===== src/hdl/pftd_pkg.sv =====
// Package of shared types and constants for the prime filter.
`timescale 1ns / 1ps

package pftd_pkg;

  // Default width of the value path.
  localparam int VALUE_WIDTH_DEFAULT = 16;

  // Number of entries in the queue between front and back.
  localparam int QUEUE_DEPTH = 2;

  // Smallest prime, and so the first trial divisor.
  localparam int FIRST_DIVISOR = 2;

  // Fill status of the queue as seen by both sides.
  typedef struct packed {
    logic full;
    logic empty;
  } queue_status_t;

  // States of the trial division engine.
  typedef enum logic [1:0] {
    ST_IDLE,
    ST_CHECK,
    ST_DIVIDE,
    ST_EMIT
  } back_state_t;

endpackage


===== src/hdl/pftd_front.sv =====
// Front end: accepts values and drops those that cannot be prime.
`timescale 1ns / 1ps

module pftd_front #(
  parameter int VALUE_WIDTH = pftd_pkg::VALUE_WIDTH_DEFAULT
) (
  input  logic                      value_valid,
  output logic                      value_ready,
  input  logic [VALUE_WIDTH-1:0]    value,
  input  pftd_pkg::queue_status_t   status,
  output logic                      push,
  output logic [VALUE_WIDTH-1:0]    push_value
);

  logic below_first;

  // Zero and one are never prime, so they are consumed without a result.
  assign below_first = value < VALUE_WIDTH'(pftd_pkg::FIRST_DIVISOR);

  // A transaction is taken whenever the queue has room.
  assign value_ready = !status.full;
  assign push        = value_valid && value_ready && !below_first;
  assign push_value  = value;

endmodule


===== src/hdl/pftd_queue.sv =====
// Short register queue that decouples the front end from the division engine.
`timescale 1ns / 1ps

module pftd_queue #(
  parameter int VALUE_WIDTH = pftd_pkg::VALUE_WIDTH_DEFAULT
) (
  input  logic                      clk,
  input  logic                      rst,
  input  logic                      push,
  input  logic [VALUE_WIDTH-1:0]    push_value,
  input  logic                      pop,
  output logic [VALUE_WIDTH-1:0]    pop_value,
  output pftd_pkg::queue_status_t   status
);

  localparam int DEPTH = pftd_pkg::QUEUE_DEPTH;
  localparam int PW    = $clog2(DEPTH);
  localparam int CW    = $clog2(DEPTH + 1);

  logic [VALUE_WIDTH-1:0] entries [DEPTH];
  logic [PW-1:0]          wptr;
  logic [PW-1:0]          rptr;
  logic [CW-1:0]          count;

  assign status.full  = count == CW'(DEPTH);
  assign status.empty = count == '0;
  assign pop_value    = entries[rptr];

  // Entry storage needs no reset.
  always_ff @(posedge clk) begin
    if (push) begin
      entries[wptr] <= push_value;
    end
  end

  // Pointers and fill count.
  always_ff @(posedge clk) begin
    if (rst) begin
      wptr  <= '0;
      rptr  <= '0;
      count <= '0;
    end else begin
      if (push) begin
        wptr <= (wptr == PW'(DEPTH - 1)) ? '0 : wptr + PW'(1);
      end
      if (pop) begin
        rptr <= (rptr == PW'(DEPTH - 1)) ? '0 : rptr + PW'(1);
      end
      if (push && !pop) begin
        count <= count + CW'(1);
      end else if (pop && !push) begin
        count <= count - CW'(1);
      end
    end
  end

endmodule


===== src/hdl/pftd_back.sv =====
// Division engine: trial division with a bit-serial remainder unit and an output register.
`timescale 1ns / 1ps

module pftd_back #(
  parameter int VALUE_WIDTH = pftd_pkg::VALUE_WIDTH_DEFAULT
) (
  input  logic                      clk,
  input  logic                      rst,
  input  pftd_pkg::queue_status_t   status,
  input  logic [VALUE_WIDTH-1:0]    pop_value,
  output logic                      pop,
  output logic                      prime_value_valid,
  input  logic                      prime_value_ready,
  output logic [VALUE_WIDTH-1:0]    prime_value
);

  // Divisor width covers the square root bound plus one; the square is kept in full.
  localparam int DW = (VALUE_WIDTH + 1) / 2 + 1;
  localparam int SW = 2 * DW;
  localparam int CW = $clog2(VALUE_WIDTH);

  pftd_pkg::back_state_t state, state_next;

  logic [VALUE_WIDTH-1:0] num,       num_next;
  logic [DW-1:0]          divisor,   divisor_next;
  logic [SW-1:0]          square,    square_next;
  logic [VALUE_WIDTH-1:0] shreg,     shreg_next;
  logic [DW-1:0]          rem,       rem_next;
  logic [CW-1:0]          bit_cnt,   bit_cnt_next;
  logic                   out_valid, out_valid_next;
  logic [VALUE_WIDTH-1:0] out_value, out_value_next;

  logic [DW:0]   trial;
  logic [DW-1:0] rem_step;
  logic          square_over;
  logic          out_free;

  // One restoring step of the remainder: bring in the next bit and subtract if it fits.
  always_comb begin
    trial = {rem, shreg[VALUE_WIDTH-1]};
    if (trial >= {1'b0, divisor}) begin
      rem_step = DW'(trial - {1'b0, divisor});
    end else begin
      rem_step = trial[DW-1:0];
    end
  end

  assign square_over = square > {{(SW - VALUE_WIDTH){1'b0}}, num};
  assign out_free    = !out_valid || prime_value_ready;

  assign prime_value_valid = out_valid;
  assign prime_value       = out_value;

  // State register and control.
  always_ff @(posedge clk) begin
    if (rst) begin
      state     <= pftd_pkg::ST_IDLE;
      out_valid <= 1'b0;
    end else begin
      state     <= state_next;
      out_valid <= out_valid_next;
    end
  end

  // Datapath registers need no reset.
  always_ff @(posedge clk) begin
    num       <= num_next;
    divisor   <= divisor_next;
    square    <= square_next;
    shreg     <= shreg_next;
    rem       <= rem_next;
    bit_cnt   <= bit_cnt_next;
    out_value <= out_value_next;
  end

  // Next state and datapath control.
  always_comb begin
    state_next     = state;
    num_next       = num;
    divisor_next   = divisor;
    square_next    = square;
    shreg_next     = shreg;
    rem_next       = rem;
    bit_cnt_next   = bit_cnt;
    out_value_next = out_value;
    out_valid_next = out_valid && !prime_value_ready;
    pop            = 1'b0;

    unique case (state)
      pftd_pkg::ST_IDLE: begin
        if (!status.empty) begin
          pop          = 1'b1;
          num_next     = pop_value;
          divisor_next = DW'(pftd_pkg::FIRST_DIVISOR);
          square_next  = SW'(pftd_pkg::FIRST_DIVISOR * pftd_pkg::FIRST_DIVISOR);
          state_next   = pftd_pkg::ST_CHECK;
        end
      end
      pftd_pkg::ST_CHECK: begin
        // Past the square root bound with no divisor found: the value is prime.
        if (square_over) begin
          state_next = pftd_pkg::ST_EMIT;
        end else begin
          shreg_next   = num;
          rem_next     = '0;
          bit_cnt_next = CW'(VALUE_WIDTH - 1);
          state_next   = pftd_pkg::ST_DIVIDE;
        end
      end
      pftd_pkg::ST_DIVIDE: begin
        rem_next   = rem_step;
        shreg_next = {shreg[VALUE_WIDTH-2:0], 1'b0};
        if (bit_cnt == '0) begin
          if (rem_step == '0) begin
            // Divisor found: the value is composite and is dropped.
            state_next = pftd_pkg::ST_IDLE;
          end else begin
            divisor_next = divisor + DW'(1);
            square_next  = square + SW'({divisor, 1'b0}) + SW'(1);
            state_next   = pftd_pkg::ST_CHECK;
          end
        end else begin
          bit_cnt_next = bit_cnt - CW'(1);
        end
      end
      pftd_pkg::ST_EMIT: begin
        if (out_free) begin
          out_value_next = num;
          out_valid_next = 1'b1;
          state_next     = pftd_pkg::ST_IDLE;
        end
      end
      default: begin
        state_next = pftd_pkg::ST_IDLE;
      end
    endcase
  end

endmodule


===== src/hdl/prime_filter_trial_division.sv =====
// Top level of the prime filter: front end, queue and division engine.
`timescale 1ns / 1ps

// Passes on each input value that is prime and drops the rest; zero and one are
// dropped at once by the front end. Primality is decided by trial division with
// divisors from 2 upward while the divisor squared does not exceed the value,
// using one shared bit-serial remainder unit that steps through the value bit by
// bit for each divisor, after a square bound test. A prime that reaches the engine
// is passed on once the square of the next divisor exceeds it, and a composite is
// dropped as soon as its remainder by its smallest divisor is zero.
// A two-entry queue lets new transactions be accepted while the engine is busy,
// and the result register holds a finished prime while the engine moves on to
// the next value.
module prime_filter_trial_division #(
  parameter int VALUE_WIDTH = pftd_pkg::VALUE_WIDTH_DEFAULT
) (
  input  logic                   clk,
  input  logic                   rst,
  input  logic                   value_valid,
  output logic                   value_ready,
  input  logic [VALUE_WIDTH-1:0] value,
  output logic                   prime_value_valid,
  input  logic                   prime_value_ready,
  output logic [VALUE_WIDTH-1:0] prime_value
);

  pftd_pkg::queue_status_t status;
  logic                   push;
  logic [VALUE_WIDTH-1:0] push_value;
  logic                   pop;
  logic [VALUE_WIDTH-1:0] pop_value;

  pftd_front #(.VALUE_WIDTH(VALUE_WIDTH)) u_front (
    .value_valid (value_valid),
    .value_ready (value_ready),
    .value       (value),
    .status      (status),
    .push        (push),
    .push_value  (push_value)
  );

  pftd_queue #(.VALUE_WIDTH(VALUE_WIDTH)) u_queue (
    .clk        (clk),
    .rst        (rst),
    .push       (push),
    .push_value (push_value),
    .pop        (pop),
    .pop_value  (pop_value),
    .status     (status)
  );

  pftd_back #(.VALUE_WIDTH(VALUE_WIDTH)) u_back (
    .clk               (clk),
    .rst               (rst),
    .status            (status),
    .pop_value         (pop_value),
    .pop               (pop),
    .prime_value_valid (prime_value_valid),
    .prime_value_ready (prime_value_ready),
    .prime_value       (prime_value)
  );

endmodule


===== config.mk =====
export PLATFORM = sky130hd
export DESIGN_NAME = prime_filter_trial_division
export DESIGN_NICKNAME = d
export VERILOG_FILES = /design/src/hdl/pftd_pkg.sv /design/src/hdl/pftd_front.sv /design/src/hdl/pftd_queue.sv /design/src/hdl/pftd_back.sv /design/src/hdl/prime_filter_trial_division.sv
export SDC_FILE = /design/constraint.sdc
export NUM_CORES = 1
export LEC_CHECK = 0
export ABC_CLOCK_PERIOD_IN_PS = 5900
export BUFFER_PORTS_ARGS = -buffer_cell sky130_fd_sc_hd__clkbuf_2
export CORE_MARGIN = 2
export CORE_UTILIZATION = 47
export DETAILED_ROUTE_END_ITERATION = 16
export GPL_TIMING_DRIVEN = 0
export HOLD_SLACK_MARGIN = 0.12
export SYNTH_ARGS = -nofsm -noshare
export SYNTH_HDL_FRONTEND = slang
export SYNTH_SLANG_ARGS = --single-unit
export TNS_END_PERCENT = 30

===== constraint.sdc =====
create_clock -name clk -period 5.9 [get_ports clk]
set_input_delay 0.59 -clock clk [delete_from_list [all_inputs] [get_ports clk]]
set_output_delay 0.59 -clock clk [all_outputs]
set_load 0.03 [all_outputs]

==> qor.csv, run 1 <==
stage,metric,value,unit
status,status,"complete, no violations",
final_layout,Nets,652,
final_layout,"non-filler cells, final",777,
routing,drt drc,0,
global_routing,first-pass GRT wire length,21.1,mm
final_layout,Area Overhead vs Synth,16.0,%
clock_tree,Post-CTS Resized,0,
sta,Max Clock Freq,0.287,GHz
setup_path,crit-path max cell delay,560,ps
sta,smallest hold slack,371,ps
setup_path,worst path cell trace,ha_1 -> inv_1 -> fa_1 -> a21o_1 -> a221oi_2 -> xnor2_1 -> or4_4 -> o31ai_1 -> a31oi_4 -> buf_12,
clock_tree,Clock Sinks,127,
clock_tree,number of post-CTS setup repair buffers,0,
synthesis,top_reg_cell synth,edfxtp_1,
setup_path,Worst R2R Start,u_back.divisor[0]$_SDFFCE_PN0P_,
setup_path,Critical Path Fanout Max,27,
synthesis,post-synth cell types,49,
global_routing,Overflow after GRT,0,
worst_hold_path,Hold Path Class,in2reg,
final_layout,ANT cells,0,
setup_path,Worst setup EP type,flip-flop,
die,DIE WIDTH,121,µm
die,Ports,38,
final_layout,area of the multi-input gates,2460,µm²
setup_path,crit path kind,reg2reg,
global_routing,largest net degree at the start of global routing,28,
setup_path,reg2reg setup slack,2410,ps
pwr,pwr/cell area,620,nW/µm²
run,number of max-cap violations,0,
setup_path,worst reg2reg path depth,10,
clock_tree,H-tree levels,4,
pwr,clock power share,21.3,%
pwr,Worst VDD drop,0.361,mV
global_routing,vias in the first global route,4226,
synthesis,Post-Syn Area,6390,µm²
sta,"Hold Vio Cnt, Final",0,
clock_tree,clock root buffer,clkbuf_16,
pwr,P_leak,2.78,nW
routing,First-pass DRT Iterations,4,
sta,Sum Neg Setup Slack,0,ps
final_layout,number of fill cells,1143,
sta,Slew headroom,45.4,%
final_layout,sequential cell area,3740,µm²
routing,DR vias,4173,
pwr,Sw Ratio,39.0,%
pwr,sequential fraction of design power,36.2,%
setup_path,Worst Path Buf+Inv,2,
routing,Routed Antenna Nets,0,
pwr,Pint,2.81,mW
clock_tree,CTS buffer count,17,
setup_path,Worst path depth,10,
setup_path,worst setup path end,u_back.square[5]$_SDFFCE_PN0P_,
clock_tree,clock tree buffer depth,2,
sta,RSZ-0062 raised after global routing,no,
routing,Iter 0 DRT Violations,220,
clock_tree,Skew-Pair Late Insertion Delay,420,ps
synthesis,"Net Count, Synth",594,
synthesis,Syn Area/Cell,12.1,µm²
routing,overall routed net length,12.9,mm
routing,Via density,5.37,
setup_path,Critical Path Start,u_back.divisor[0]$_SDFFCE_PN0P_,
final_layout,fin util,56.0,%
sta,# setup viols final,0,
routing,wire length per cell,16.6,µm
synthesis,fraction of registers with async set or reset after synthesis,0,%
die,Row Count,42,
placement,Final Wtd Congestion,0.817,
synthesis,Post-synth EDFFs,120,
setup_path,reg2reg end,u_back.square[5]$_SDFFCE_PN0P_,
setup_path,cell family with the largest share of critical-path delay,compound AO/OA/AOI/OAI gates,
pwr,NetSw,1.79,mW
synthesis,#FFs+latches synth,127,
sta,final worst-path cycle share,59.1,%
synthesis,most common cell in the synthesized netlist,edfxtp_1,
sta,"Slew Viols, Final",0,
global_routing,Total GRT Usage,19.1,%
final_layout,finished layout cell area,7420,µm²
sta,clock skew,10.5,ps
global_routing,initial antenna violation count,0,
sta,min cycle time layout,3490,ps
placement,HPWL Detailed,9.39,mm
clock_tree,hold buffers post-CTS,0,
die,die area,14600,µm²
clock_tree,CTS tree,built,
setup_path,Startpoint Class,flip-flop,
placement,placed cell area,6870,µm²
synthesis,post-synth top area share,56.4,%
setup_path,WP data required,6060,ps
die,core area,13200,µm²
synthesis,most frequent cells after synthesis,"120 x edfxtp_1, 42 x ha_1, 40 x inv_1, 40 x nand2_1, 39 x nor2_1",
die,Initial Utilization,48.3,%
placement,Cells after DPL,745,
synthesis,synth top area cells,"edfxtp_1 56%, ha_1 8.2%, mux2_2 2.8%",
pwr,combinational share of power,42.5,%
setup_path,CP max-delay cell,or4_4,
setup_path,Critical Path AT,3650,ps
placement,Port Buffer Count,37,
final_layout,layout cells sized above 1,15.6,%
synthesis,leading area contributor after synthesis,edfxtp_1,
die,Die Height,121,µm
synthesis,"Seq/Total Area, Yosys",58.6,%
clock_tree,"Reg clk slew, reported paths",60,ps
sta,Slew @ Worst Pin,815,ps
synthesis,synthesis warning total,0,
synthesis,Syn Inst Count,530,
==> power groups by stage <==
stage	clock network [mW]	registers, mW	logic, mW
after CTS	0.997	1.67	1.96
after detailed placement	0	1.68	1.95
final	0.979	1.67	1.96
after floorplan	0	1.63	1.45
after global placement	0	1.69	1.83
after global routing	1.03	1.70	2.20
==> cell usage in the layout (no fill, tap or decap), drive strengths merged, types with 3 or more instances in the layout <==
cell type  Yosys  final
nand2b         8      8
inv           41     43
a211oi         6      6
nor2          39     39
and3           6      6
o31ai          3      3
o21a           5      5
buf            5      7
mux2          16     16
edfxtp       120    120
nor3          10     10
or3            4      4
a21o           8      8
nand4          6      6
o211ai         3      3
nor3b          4      4
nor2b         11     11
nand3          9      9
xnor2         14     14
dfxtp          7      7
clkbuf        10     66
a31oi          7      7
clkinv         0      5
nor4           5      5
xor2           7      7
o21ai         35     35
mux2i         11     11
nand2         40     40
a21oi         25     25
ha            42     42
clkinvlp       0      5
==> layer usage <==
layer	up-vias	wire (µm)	GRT usage, %
li1	2081	-	-
met1	1987	5810	24.0
met2	86	6350	31.7
met3	19	512	4.67
met4	0	259	7.92
met5	-	0	0
==> worst register-to-register path: stages, from the launching register on <==
cell and delay, ps:
edfxtp_1 470, ha_1 220, inv_1 60, fa_1 400, a21o_1 200, a221oi_2 390, xnor2_1 150, or4_4 560
o31ai_1 390, a31oi_4 150, buf_12 220
==> registers in the layout (all words and copies together), names as in the netlist, 4 cells and up <==
name and flops:
u_back.square 18, u_back.prime_value 16, u_back.num 16, u_back.rem 9
u_queue.entries 32, u_back.shreg 16, u_back.bit_cnt 4, u_back.divisor 9
==> worst min path at each step <==
stage | startpoint | endpoint | slack (ps) | depth (start not counted)
floorplan | u_back.num[10]$_DFFE_PP_ | u_back.prime_value[10]$_DFFE_PP_ | 430 | 0
global placement | u_back.num[9]$_DFFE_PP_ | u_back.prime_value[9]$_DFFE_PP_ | 430 | 0
detailed placement | u_back.num[9]$_DFFE_PP_ | u_back.prime_value[9]$_DFFE_PP_ | 440 | 0
CTS | value[0] | u_queue.entries[1][0]$_DFFE_PP_ | 350 | 1
global route | value[2] | u_queue.entries[0][2]$_DFFE_PP_ | 360 | 1
finish | value[6] | u_queue.entries[0][6]$_DFFE_PP_ | 370 | 1
==> cells by family after synthesis <==
family | synth area share [%]
AO/OA/AOI/OAI | 10.5
XOR/XNOR | 2.88
adder cells (fa/ha/maj) | 8.85
buffers and inverters | 3.33
flip-flops | 58.6
multiplexers | 4.54
AND/OR/NAND/NOR | 11.4
==> layout make-up <==
class,instances,area share (%)
Sequential cell,127,50.5
Multi-Input combinational cell,347,33.2
Clock buffer,19,5.84
Timing Repair Buffer,39,3.14
Tap cell,176,2.97
Inverter,41,2.07
Clock inverter,13,1.57
Buffer,15,0.793
==> through the flow <==
stage,power [mW],setup slack [ps]
5_1_grt,4.94,2200
6_report,4.60,2410
3_5_place_dp,3.63,2440
4_1_cts,4.63,2410
2_1_floorplan,3.07,1860
3_3_place_gp,3.52,699
Power figures use the tool's default switching activity.
==> run 2, diff against run 1 <==
--- a/config.mk
+++ b/config.mk
@@ -5,13 +5,14 @@
 export SDC_FILE = /design/constraint.sdc
 export NUM_CORES = 1
 export LEC_CHECK = 0
-export ABC_CLOCK_PERIOD_IN_PS = 5900
+export ABC_CLOCK_PERIOD_IN_PS = 3200
 export BUFFER_PORTS_ARGS = -buffer_cell sky130_fd_sc_hd__clkbuf_2
 export CORE_MARGIN = 2
 export CORE_UTILIZATION = 47
 export DETAILED_ROUTE_END_ITERATION = 16
 export GPL_TIMING_DRIVEN = 0
 export HOLD_SLACK_MARGIN = 0.12
+export PLACE_DENSITY = 0.67
 export SYNTH_ARGS = -nofsm -noshare
 export SYNTH_HDL_FRONTEND = slang
 export SYNTH_SLANG_ARGS = --single-unit
==> constraint.sdc (replaced) <==
create_clock -name clk -period 3.2 [get_ports clk]
set_input_delay 0.32 -clock clk [delete_from_list [all_inputs] [get_ports clk]]
set_output_delay 0.32 -clock clk [all_outputs]
set_load 0.03 [all_outputs]
==> qor.csv, run 2 (synthesized netlist as in run 1, its figures left out) <==
stage,metric,value,unit
routing,First-pass DRT Iterations,4,
setup_path,Critical Path Start,u_back.shreg[15]$_DFFE_PP_,
routing,Iter 0 DRT Violations,318,
clock_tree,clock root buffer,clkbuf_16,
setup_path,crit-path max cell delay,560,ps
sta,"Hold Vio Cnt, Final",0,
sta,RSZ-0062 raised after global routing,yes,
pwr,Pwr Total,9.11,mW
routing,drt drc,0,
setup_path,reg2reg setup slack,-40,ps
final_layout,Nets,683,
die,die area,14600,µm²
final_layout,biggest registers after layout,"u_queue.entries (32), u_back.square (18)",
die,Row Count,42,
final_layout,number of fill cells,1110,
setup_path,CP max-delay cell,or4_4,
sta,clock skew,11.6,ps
clock_tree,clock tree buffer depth,2,
sta,# setup viols final,14,
sta,min cycle time layout,3240,ps
setup_path,worst setup path end,u_back.divisor[1]$_SDFFCE_PN1P_,
routing,overall routed net length,13.5,mm
placement,Final Wtd Congestion,0.838,
placement,Cells after DPL,744,
placement,Port Buffer Count,37,
run,number of max-cap violations,0,
setup_path,Critical Path AT,3420,ps
pwr,combinational share of power,46.0,%
pwr,Worst VDD drop,0.626,mV
final_layout,area of the multi-input gates,2540,µm²
global_routing,first-pass GRT wire length,22.3,mm
final_layout,most frequent cells in the layout,"120 x edfxtp_1, 41 x ha_1, 39 x nand2_1, 38 x inv_1, 38 x nor2_1",
pwr,pwr/cell area,1160,nW/µm²
sta,"Slew Viols, Final",0,
final_layout,"non-filler cells, final",808,
clock_tree,CTS tree,built,
global_routing,largest net degree at the start of global routing,17,
setup_path,Critical Path Fanout Max,7,
global_routing,Total GRT Usage,20.1,%
clock_tree,"Reg clk slew, reported paths",60,ps
sta,smallest hold slack,184,ps
setup_path,worst path cell trace,inv_2 -> ha_4 -> inv_2 -> fa_2 -> a21o_1 -> a221oi_4 -> xnor2_2 -> or4_4 -> o31ai_4 -> buf_4 -> a31oi_4 -> clkbuf_16,
setup_path,Worst setup EP type,flip-flop,
setup_path,Worst Path Buf+Inv,4,
final_layout,Area Overhead vs Synth,22.5,%
setup_path,crit path kind,reg2reg,
pwr,clock power share,20.5,%
final_layout,ANT cells,0,
setup_path,Worst path depth,12,
sta,Slew headroom,44.5,%
routing,Routed Antenna Nets,0,
placement,HPWL Detailed,9.08,mm
final_layout,fin util,59.2,%
setup_path,cell family with the largest share of critical-path delay,compound AO/OA/AOI/OAI gates,
routing,DR vias,4311,
worst_hold_path,Hold Path Class,in2reg,
pwr,Sw Ratio,38.5,%
clock_tree,CTS buffer count,17,
routing,Via density,5.34,
final_layout,layout cells sized above 1,19.0,%
sta,worst setup margin,-38.0,ps
die,Initial Utilization,48.3,%
setup_path,WP data required,3380,ps
clock_tree,H-tree levels,4,
final_layout,Largest register FFs,32,
clock_tree,Clock Sinks,127,
setup_path,Worst R2R Start,u_back.shreg[15]$_DFFE_PP_,
final_layout,Biggest register,u_queue.entries,
placement,Place WS,-525,ps
pwr,Pint,5.60,mW
global_routing,initial antenna violation count,0,
global_routing,Overflow after GRT,0,
final_layout,"commonest non-fill, non-tap cell in the layout",edfxtp_1,
sta,Max Clock Freq,0.309,GHz
pwr,P_leak,2.96,nW
final_layout,sequential cell area,3740,µm²
setup_path,CP most frequent cell,inv_2,
setup_path,worst reg2reg path depth,12,
global_routing,vias in the first global route,4490,
sta,Slew @ Worst Pin,829,ps
die,DIE WIDTH,121,µm
status,status,"finished, violations left",
die,core area,13200,µm²
die,Die Height,121,µm
status,failing checks,setup timing,
setup_path,reg2reg end,u_back.divisor[1]$_SDFFCE_PN1P_,
routing,wire length per cell,16.8,µm
pwr,sequential fraction of design power,33.5,%
pwr,NetSw,3.51,mW
clock_tree,Skew-Pair Late Insertion Delay,420,ps
setup_path,Startpoint Class,flip-flop,
die,Ports,38,
sta,final worst-path cycle share,101,%
[run 2: how the worst min path moves through the flow]
| stage | slack [ps] | end | cells past startpoint | startpoint |
|---|---|---|---|---|
| 2_1_floorplan | 390 | u_queue.count[1]$_SDFFE_PP0P_ | 1 | rst |
| 3_3_place_gp | 440 | u_back.prime_value[4]$_DFFE_PP_ | 0 | u_back.num[4]$_DFFE_PP_ |
| 3_5_place_dp | 440 | u_back.prime_value[5]$_DFFE_PP_ | 0 | u_back.num[5]$_DFFE_PP_ |
| 4_1_cts | 160 | u_back.state[1]$_SDFFE_PP0P_ | 2 | rst |
| 5_1_grt | 160 | u_back.state[1]$_SDFFE_PP0P_ | 2 | rst |
| 6_report | 180 | u_back.state[1]$_SDFFE_PP0P_ | 2 | rst |
[run 2: cell type report]
type | count | share of cell area, %
flip-flops and latches | 127 | 47.8
multi-input cells | 348 | 32.5
clock inverters | 15 | 1.84
clock buffers | 17 | 5.43
plain buffers | 14 | 0.703
repair buffers | 70 | 6.99
well taps | 176 | 2.81
inverters | 41 | 1.96
[run 2: worst reg2reg max path: stages, from the launching register on]
cell	delay (ps)
edfxtp_1	400
inv_2	100
ha_4	140
inv_2	30
fa_2	330
a21o_1	210
a221oi_4	290
xnor2_2	100
or4_4	560
o31ai_4	290
buf_4	170
a31oi_4	130
clkbuf_16	240
[run 2: stage by stage]
step	setup TNS, ps	cell area, µm²
after floorplan	0	6410
after global placement	-33160	6820
after detailed placement	-14130	6840
after CTS	-625	7800
after global routing	-3420	7840
final	-406	7840
[run 2: timing repair]
item                                    4_1_cts  5_1_grt
buffers inserted                             11        3
pin swaps                                     8        8
gates cloned                                  3        0
endpoints found under the setup margin       27       42
hold endpoints to repair                     32        0
hold buffers                                 16        0
resized for setup                            15        5
[run 2: per-layer routing]
layer	track usage, %	routed length [µm]	vias up
li1	-	-	2149
met1	24.3	6150	2073
met2	34.1	6850	77
met3	5.19	416	12
met4	7.92	119	0
met5	0	0	-
[run 2: power by group through the flow]
stage               clock (mW)  sequential [mW]  combinational [mW]
finish                    1.86             3.06                4.19
floorplan                    0             2.99                2.70
global route              1.96             3.13                4.66
global placement             0             3.09                3.36
detailed placement           0             3.10                3.50
CTS                       1.89             3.06                4.13
==> run 3, diff against run 2 <==
--- a/config.mk
+++ b/config.mk
@@ -7,6 +7,7 @@
 export LEC_CHECK = 0
 export ABC_CLOCK_PERIOD_IN_PS = 3200
 export BUFFER_PORTS_ARGS = -buffer_cell sky130_fd_sc_hd__clkbuf_2
+export CORE_ASPECT_RATIO = 0.6
 export CORE_MARGIN = 2
 export CORE_UTILIZATION = 47
 export DETAILED_ROUTE_END_ITERATION = 16
==> qor.csv, run 3 (synthesized netlist as in run 1, its figures left out) <==
stage,metric,value,unit
status,status,"complete, no violations",
placement,Cells after DPL,738,
die,Die Height,94.3,µm
die,Row Count,32,
final_layout,most frequent cells in the layout,"120 x edfxtp_1, 41 x ha_1, 39 x nand2_1, 38 x inv_1, 38 x nor2_1",
clock_tree,clock tree buffer depth,2,
setup_path,Worst R2R Start,u_back.shreg[15]$_DFFE_PP_,
setup_path,CP max-delay cell,or4_4,
clock_tree,Skew-Pair Late Insertion Delay,420,ps
setup_path,crit path kind,reg2reg,
setup_path,crit-path max cell delay,550,ps
setup_path,Critical Path Fanout Max,14,
die,Initial Utilization,49.0,%
final_layout,"non-filler cells, final",792,
setup_path,worst setup path end,u_back.square[13]$_SDFFCE_PN0P_,
final_layout,layout cells sized above 1,18.6,%
pwr,pwr/cell area,1190,nW/µm²
clock_tree,"Reg clk slew, reported paths",60,ps
global_routing,vias in the first global route,4483,
global_routing,largest net degree at the start of global routing,17,
clock_tree,Clock Sinks,127,
sta,final worst-path cycle share,98.1,%
routing,First-pass DRT Iterations,5,
global_routing,Overflow after GRT,0,
setup_path,reg2reg setup slack,60,ps
sta,"Hold Vio Cnt, Final",0,
die,Ports,38,
global_routing,first-pass GRT wire length,23.3,mm
pwr,P_leak,2.93,nW
routing,wire length per cell,18.3,µm
global_routing,Total GRT Usage,21.3,%
final_layout,Nets,673,
final_layout,ANT cells,0,
setup_path,Critical Path Start,u_back.shreg[15]$_DFFE_PP_,
setup_path,CP most frequent cell,inv_2,
sta,Slew headroom,37.5,%
final_layout,biggest registers after layout,"u_queue.entries (32), u_back.square (18)",
final_layout,Biggest register,u_queue.entries,
sta,# setup viols final,0,
final_layout,sequential cell area,3740,µm²
run,number of max-cap violations,0,
sta,clock skew,8.60,ps
final_layout,Largest register FFs,32,
sta,smallest hold slack,130,ps
sta,Slew @ Worst Pin,933,ps
die,core area,13100,µm²
setup_path,reg2reg end,u_back.square[13]$_SDFFCE_PN0P_,
placement,HPWL Detailed,10.3,mm
placement,placed cell area,6830,µm²
clock_tree,clock root buffer,clkbuf_16,
routing,overall routed net length,14.5,mm
final_layout,finished layout cell area,7770,µm²
setup_path,worst path cell trace,inv_2 -> ha_4 -> inv_2 -> fa_2 -> a21o_1 -> a221oi_4 -> xnor2_2 -> or4_4 -> o31ai_4 -> buf_4 -> a31oi_4 -> buf_12,
clock_tree,H-tree levels,4,
setup_path,Worst setup EP type,flip-flop,
sta,Max Clock Freq,0.319,GHz
pwr,Worst VDD drop,0.599,mV
setup_path,worst reg2reg path depth,12,
setup_path,WP data required,3380,ps
final_layout,Area Overhead vs Synth,21.6,%
final_layout,"commonest non-fill, non-tap cell in the layout",edfxtp_1,
clock_tree,CTS buffer count,17,
final_layout,fin util,59.6,%
final_layout,number of fill cells,1047,
final_layout,area of the multi-input gates,2560,µm²
placement,Port Buffer Count,37,
sta,min cycle time layout,3140,ps
placement,Final Wtd Congestion,0.843,
routing,Iter 0 DRT Violations,363,
clock_tree,CTS tree,built,
worst_hold_path,Hold Path Class,in2reg,
routing,DR vias,4451,
die,die area,14600,µm²
routing,drt drc,0,
global_routing,initial antenna violation count,0,
sta,"Slew Viols, Final",0,
sta,RSZ-0062 raised after global routing,yes,
setup_path,Critical Path AT,3320,ps
die,DIE WIDTH,155,µm
routing,Via density,5.62,
routing,Routed Antenna Nets,0,
setup_path,Startpoint Class,flip-flop,
-- run 3: area by class of cell --
| cell class | instances | share of cell area, % |
|---|---|---|
| Buffer | 14 | 0.708 |
| Clock buffer | 18 | 5.52 |
| Clock inverter | 14 | 2.66 |
| Inverter | 41 | 1.98 |
| Multi-Input combinational cell | 348 | 32.9 |
| Sequential cell | 127 | 48.1 |
| Tap cell | 170 | 2.74 |
| Timing Repair Buffer | 60 | 5.36 |
-- run 3: how the worst min path moves through the flow --
stage / slack (ps) / cells after the start / from / endpoint
floorplan: 390 / 1 / rst / u_queue.count[1]$_SDFFE_PP0P_
global placement: 440 / 0 / u_back.num[1]$_DFFE_PP_ / u_back.prime_value[1]$_DFFE_PP_
detailed placement: 430 / 0 / u_back.num[4]$_DFFE_PP_ / u_back.prime_value[4]$_DFFE_PP_
CTS: 120 / 1 / value[10] / u_queue.entries[0][10]$_DFFE_PP_
global route: 130 / 1 / value[2] / u_queue.entries[1][2]$_DFFE_PP_
finish: 130 / 1 / value[8] / u_queue.entries[1][8]$_DFFE_PP_
-- run 3: worst max-delay path: cells and delay by family, from the launching register on --
family,cells,cell delay (ps)
XOR/XNOR,1,120
buffers and inverters,4,490
flip-flops,1,420
AND/OR/NAND/NOR,1,550
adder cells (fa/ha/maj),2,470
AO/OA/AOI/OAI,4,820
-- run 3: timing repair --
| item | 4_1_cts | 5_1_grt |
|---|---|---|
| setup endpoints to repair | 42 | 48 |
| resized for setup | 6 | 12 |
| setup buffers | 7 | 4 |
| cloned | 1 | 0 |
| pin swaps | 4 | 2 |
| endpoints found under the hold margin | 22 | 0 |
| hold buffers | 11 | 0 |
-- run 3: where the power goes --
part           switching [mW]  internal (mW)
Clock                   0.755           1.32
Sequential              0.370           2.67
Combinational            2.53           1.62
Total                    3.65           5.61
-- run 3: metal layers --
metal  vias to the layer above  GRT usage, %  part of all wire [%]
met5                         -             0                     0
met3                        18          4.64                   6.6
met1                      2162          31.5                    49
met2                       140          31.5                    43
li1                       2131             -                     -
met4                         0          7.10                   1.3
-- run 3: through the flow --
| step | setup WS (ps) | setup TNS (ps) | total power, mW |
|---|---|---|---|
| 5_1_grt | -111 | -2290 | 9.86 |
| 2_1_floorplan | 70.8 | 0 | 5.69 |
| 6_report | 61.6 | 0 | 9.26 |
| 3_5_place_dp | -560 | -15850 | 6.70 |
| 4_1_cts | -9.21 | -44.7 | 9.04 |
| 3_3_place_gp | -946 | -37680 | 6.52 |
